[src/rtl/core/cgpm_ram.sv]
// Generic single-port-write, single-port-read RAM with registered read data.
`timescale 1ns / 1ps

module cgpm_ram #(
  parameter int WIDTH = 8,
  parameter int DEPTH = 64,
  localparam int AW = (DEPTH > 1) ? $clog2(DEPTH) : 1
) (
  input  logic             clk,
  input  logic             we,
  input  logic [AW-1:0]    waddr,
  input  logic [WIDTH-1:0] wdata,
  input  logic             re,
  input  logic [AW-1:0]    raddr,
  output logic [WIDTH-1:0] rdata
);

  logic [WIDTH-1:0] mem [DEPTH];

  always_ff @(posedge clk) begin
    if (we) begin
      mem[waddr] <= wdata;
    end
    if (re) begin
      rdata <= mem[raddr];
    end
  end

endmodule

[config.mk]
export PLATFORM = sky130hd
export DESIGN_NAME = cgpm_ram
export DESIGN_NICKNAME = d
export VERILOG_FILES = /design/src/rtl/core/cgpm_ram.sv
export SDC_FILE = /design/constraint.sdc
export NUM_CORES = 1
export LEC_CHECK = 0
export BUFFER_PORTS_ARGS = -buffer_cell sky130_fd_sc_hd__buf_2
export CORE_UTILIZATION = 45
export DETAILED_ROUTE_END_ITERATION = 8
export RECOVER_POWER = 50
export SLEW_MARGIN = 0
export SYNTH_ARGS = -nofsm -noshare
export SYNTH_HDL_FRONTEND = slang
export SYNTH_SLANG_ARGS = --single-unit
[constraint.sdc]
create_clock -name clk -period 2.6 [get_ports clk]
set_clock_uncertainty 0.15 [all_clocks]
set_input_delay 0 -clock clk [delete_from_list [all_inputs] [get_ports clk]]
set_output_delay 0 -clock clk [all_outputs]
set_load 0.005 [all_outputs]
==> impl_metrics.prom <==
# TYPE chip_impl_metric gauge
chip_impl_info{name="worstSetupPathType",value="reg2reg"} 1
chip_impl_metric{name="design.final.nets",unit=""} 1134
chip_impl_metric{name="final_period_minus_worst_setup_slack",unit="ns"} 2.383
chip_impl_metric{name="post_route_cells_drive_above_1_share",unit="%"} 30.36
chip_impl_metric{name="initial_antenna_violation_count",unit=""} 2
chip_impl_metric{name="clock_pin_slew_on_the_worst_setup_and_hold_paths",unit="ns"} 0.06
chip_impl_metric{name="part_of_the_total_power_dissipated_in_combinational_logic",unit="%"} 5.3
chip_impl_info{name="critPathLaunchType",value="flop"} 1
chip_impl_metric{name="initial_utilization",unit="%"} 45.69
chip_impl_metric{name="synth-async-reset-ratio",unit="%"} 0
chip_impl_metric{name="worst_skew_pair.late_latency",unit="ns"} 0.60
chip_impl_metric{name="finalSetupTns",unit="ns"} 0
chip_impl_metric{name="finalMaxSlewViolations",unit=""} 126
chip_impl_metric{name="finish.instance_area",unit="sq mm"} 0.02373
chip_impl_metric{name="worstMarginPinSlew",unit="ns"} 1.753
chip_impl_metric{name="remaining_design_rule_violation_count",unit=""} 0
chip_impl_metric{name="die_height",unit="um"} 214.1
chip_impl_metric{name="area_growth",unit="%"} 17.19
chip_impl_info{name="synth_area_leaders",value="sky130_fd_sc_hd__edfxtp_1 77%, sky130_fd_sc_hd__mux4_2 14%, sky130_fd_sc_hd__nor2_1 1.5%"} 1
chip_impl_metric{name="post_synthesis_xor_xnor_area_fraction",unit="%"} 0
chip_impl_metric{name="ant_nets",unit=""} 0
chip_impl_metric{name="postLayoutCoreUtil",unit="%"} 53.54
chip_impl_metric{name="synthesis.area",unit="sq mm"} 0.02025
chip_impl_metric{name="first_pass_grt_wire_length",unit="mm"} 69.08
chip_impl_metric{name="cts_sinks",unit=""} 520
chip_impl_metric{name="finalCritPeriodShare",unit="%"} 91.65
chip_impl_metric{name="post-cts-setup-buffers",unit=""} 0
chip_impl_metric{name="rows",unit=""} 77
chip_impl_metric{name="cts_made_buffers",unit=""} 54
chip_impl_metric{name="synth-edff-count",unit=""} 520
chip_impl_metric{name="cp.required",unit="ns"} 2.77
chip_impl_metric{name="setup_viol",unit=""} 0
chip_impl_metric{name="yosys.area_share.simple",unit="%"} 3.374
chip_impl_metric{name="timing.fmax",unit="GHz"} 0.4196
chip_impl_metric{name="post_cts_resize_count",unit=""} 0
chip_impl_metric{name="globalplace.congestion",unit=""} 0.8357
chip_impl_info{name="cts-root-buf",value="sky130_fd_sc_hd__clkbuf_16"} 1
chip_impl_metric{name="switching_share_of_total_power",unit="%"} 20.79
chip_impl_info{name="min_delay_path_class",value="in2reg"} 1
chip_impl_metric{name="cellInternalPower",unit="W"} 0.01406
chip_impl_info{name="critPathCaptureType",value="flop"} 1
chip_impl_metric{name="adder_cell_fraction_of_synth_area",unit="%"} 0
chip_impl_metric{name="count_of_distinct_cell_types_in_the_synthesized_netlist",unit=""} 39
chip_impl_metric{name="first_global_vias",unit=""} 10220
chip_impl_metric{name="syn-instance-count",unit=""} 940
chip_impl_metric{name="clock_tree.htree_level_count",unit=""} 2
chip_impl_metric{name="synth_top_area_share",unit="%"} 77.12
chip_impl_metric{name="crit_fanout",unit=""} 1
chip_impl_info{name="tritoncts",value="yes"} 1
chip_impl_metric{name="hold_slack",unit="ns"} 0.06038
chip_impl_metric{name="overflow",unit=""} 0
chip_impl_metric{name="portBuffers",unit=""} 30
chip_impl_info{name="rsz_0062_raised_after_global_routing",value="no"} 1
chip_impl_metric{name="relSlewSlack",unit="%"} -16.88
chip_impl_info{name="failed_checks",value="capacitance limit, slew limit"} 1
chip_impl_metric{name="switching_power",unit="W"} 0.003691
chip_impl_metric{name="count_of_placed_standard_cells_in_the_final_layout_fillers_left_out",unit=""} 1749
chip_impl_metric{name="floorplan.die.width",unit="um"} 214.1
chip_impl_info{name="synth.most_common_cell",value="sky130_fd_sc_hd__edfxtp_1"} 1
chip_impl_metric{name="ys.warnings.count",unit=""} 0
chip_impl_info{name="synth_commonest_cells",value="520 x sky130_fd_sc_hd__edfxtp_1, 126 x sky130_fd_sc_hd__mux4_2, 83 x sky130_fd_sc_hd__nor2_1, 23 x sky130_fd_sc_hd__mux2i_1, 19 x sky130_fd_sc_hd__nand2_1"} 1
chip_impl_metric{name="mappedNetlistNets",unit=""} 963
chip_impl_metric{name="ys_ff_latch",unit=""} 520
chip_impl_metric{name="layout.filler_cells",unit=""} 3479
chip_impl_metric{name="number_of_placed_cells_counting_well_taps",unit=""} 1627
chip_impl_info{name="postSynth.topFlopCell",value="sky130_fd_sc_hd__edfxtp_1"} 1
chip_impl_metric{name="arrival",unit="ns"} 2.55
chip_impl_metric{name="clockBufferDepth",unit=""} 3
chip_impl_info{name="combinational_family_with_the_most_area_after_synthesis",value="multiplexers"} 1
chip_impl_metric{name="sequentialPowerShare",unit="%"} 52.5
chip_impl_metric{name="grt_start_max_net_pins",unit=""} 65
chip_impl_metric{name="detailedPlacementHpwl",unit="mm"} 29.72
chip_impl_metric{name="peak_supply_drop",unit="V"} 0.0004281
chip_impl_metric{name="maxCapViolations",unit=""} 4
chip_impl_metric{name="num_vias",unit=""} 9927
chip_impl_metric{name="io_pins",unit=""} 31
chip_impl_metric{name="postCtsHoldBufs",unit=""} 20
chip_impl_metric{name="drt-pass1-iter-count",unit=""} 6
chip_impl_info{name="synthDominantAreaCellType",value="sky130_fd_sc_hd__edfxtp_1"} 1
chip_impl_metric{name="fraction_of_the_mapped_netlist_area_in_compound_gates",unit="%"} 2.064
chip_impl_metric{name="coreArea",unit="sq mm"} 0.04432
chip_impl_metric{name="die-area",unit="sq mm"} 0.04585
chip_impl_metric{name="mux_contribution_to_synthesized_area",unit="%"} 15.88
chip_impl_info{name="status",value="finished, violations left"} 1
chip_impl_metric{name="routed_via_density",unit=""} 5.676
chip_impl_metric{name="synth.avg_cell_area",unit="sq um"} 21.54
chip_impl_metric{name="total_leakage_power",unit="nW"} 7.605
chip_impl_metric{name="postPlaceCellArea",unit="sq mm"} 0.02188
chip_impl_metric{name="power.clock.fraction",unit="%"} 42.2
chip_impl_metric{name="hold_viol",unit=""} 0
chip_impl_metric{name="grtUsageTotal",unit="%"} 20.78
chip_impl_metric{name="average_detailed_routed_wire_length_per_instance",unit="um"} 26.43
chip_impl_metric{name="ys_seq_area_share",unit="%"} 77.12
chip_impl_metric{name="post_detailed_routing_wire_length",unit="mm"} 46.23
chip_impl_metric{name="first_iter_violations",unit=""} 936
chip_impl_metric{name="cellPowerDensity",unit="mW/mm^2"} 748.2
==> cell type report <==
type | instances | area (sq um) | share of cell area, %
clock inverter | 33 | 297.8 | 1.255
sequential | 520 | 15620 | 65.81
antenna | 1 | 2.502 | 0.01055
tap | 592 | 740.7 | 3.122
multi-input combinational | 369 | 4315 | 18.19
timing repair buffer | 166 | 1330 | 5.606
clock buffer | 68 | 1425 | 6.006
==> cells in the final DEF, fill, tap and decap left out, drive strengths merged, types with 4 or more instances in the layout <==
cell type,Yosys,routed
mux4,126,126
bufinv,0,5
nand3,13,13
mux2i,23,23
nand2b,7,7
buf,34,126
o22ai,8,8
clkinvlp,0,5
nor3,7,7
a211oi,4,4
a221oi,6,6
mux2,13,13
nand2,19,19
nor2b,14,14
edfxtp,520,520
clkinv,0,22
dlygate4sd3,0,20
o221ai,8,8
clkbuf,17,88
o21ai,4,4
nor2,83,83
==> cell families after synthesis <==
kind of cell | Yosys count
flip-flops | 520
AND/OR/NAND/NOR | 153
AO/OA/AOI/OAI | 54
buffers and inverters | 51
multiplexers | 162
==> sequential cells by signal (all words and copies together) (netlist names) <==
signal and cells:
mem 512, rdata 8
==> critical path, stage by stage (launching register included) <==
cell and delay, ns:
sky130_fd_sc_hd__edfxtp_1 0.36, sky130_fd_sc_hd__mux4_2 0.51, sky130_fd_sc_hd__mux4_2 0.48, sky130_fd_sc_hd__o21ai_0 0.50, sky130_fd_sc_hd__nand2_1 0.12
==> path summary, 6_finish.rpt <==
kind              startpoint       end  slack [ns]  cells past startpoint
hold / removal      raddr[3]  rdata[7]        0.06                      3
hold reg to reg   mem[30][4]  rdata[4]        0.75                      3
setup / recovery  mem[51][7]  rdata[7]        0.22                      4
setup reg to reg  mem[51][7]  rdata[7]        0.22                      4
==> per-stage QoR <==
step / total power (W) / worst slack (ns)
3_5_place_dp: 0.01043 / -0.02510
3_3_place_gp: 0.01041 / 0.005940
5_1_grt: 0.01830 / 0.1812
2_1_floorplan: 0.009983 / 0.6197
6_report: 0.01775 / 0.2171
4_1_cts: 0.01792 / 0.2259
==> power groups by stage <==
stage                     Sequential (W)  Clock, W  Combinational (W)
after floorplan                  0.00949         0           0.000495
after global placement           0.00949         0           0.000921
after detailed placement         0.00950         0           0.000932
after CTS                        0.00932   0.00764           0.000955
after global routing             0.00933   0.00797           0.000996
final                            0.00933   0.00749           0.000934
==> per-layer routing <==
layer,global-route usage (%),wire length [um],vias to the layer above
met5,0,12,-
met4,6.310,1111,2
li1,-,-,4287
met1,29.91,20390,5200
met3,4.894,3335,61
met2,31.72,21380,377
Power figures use the tool's default switching activity.
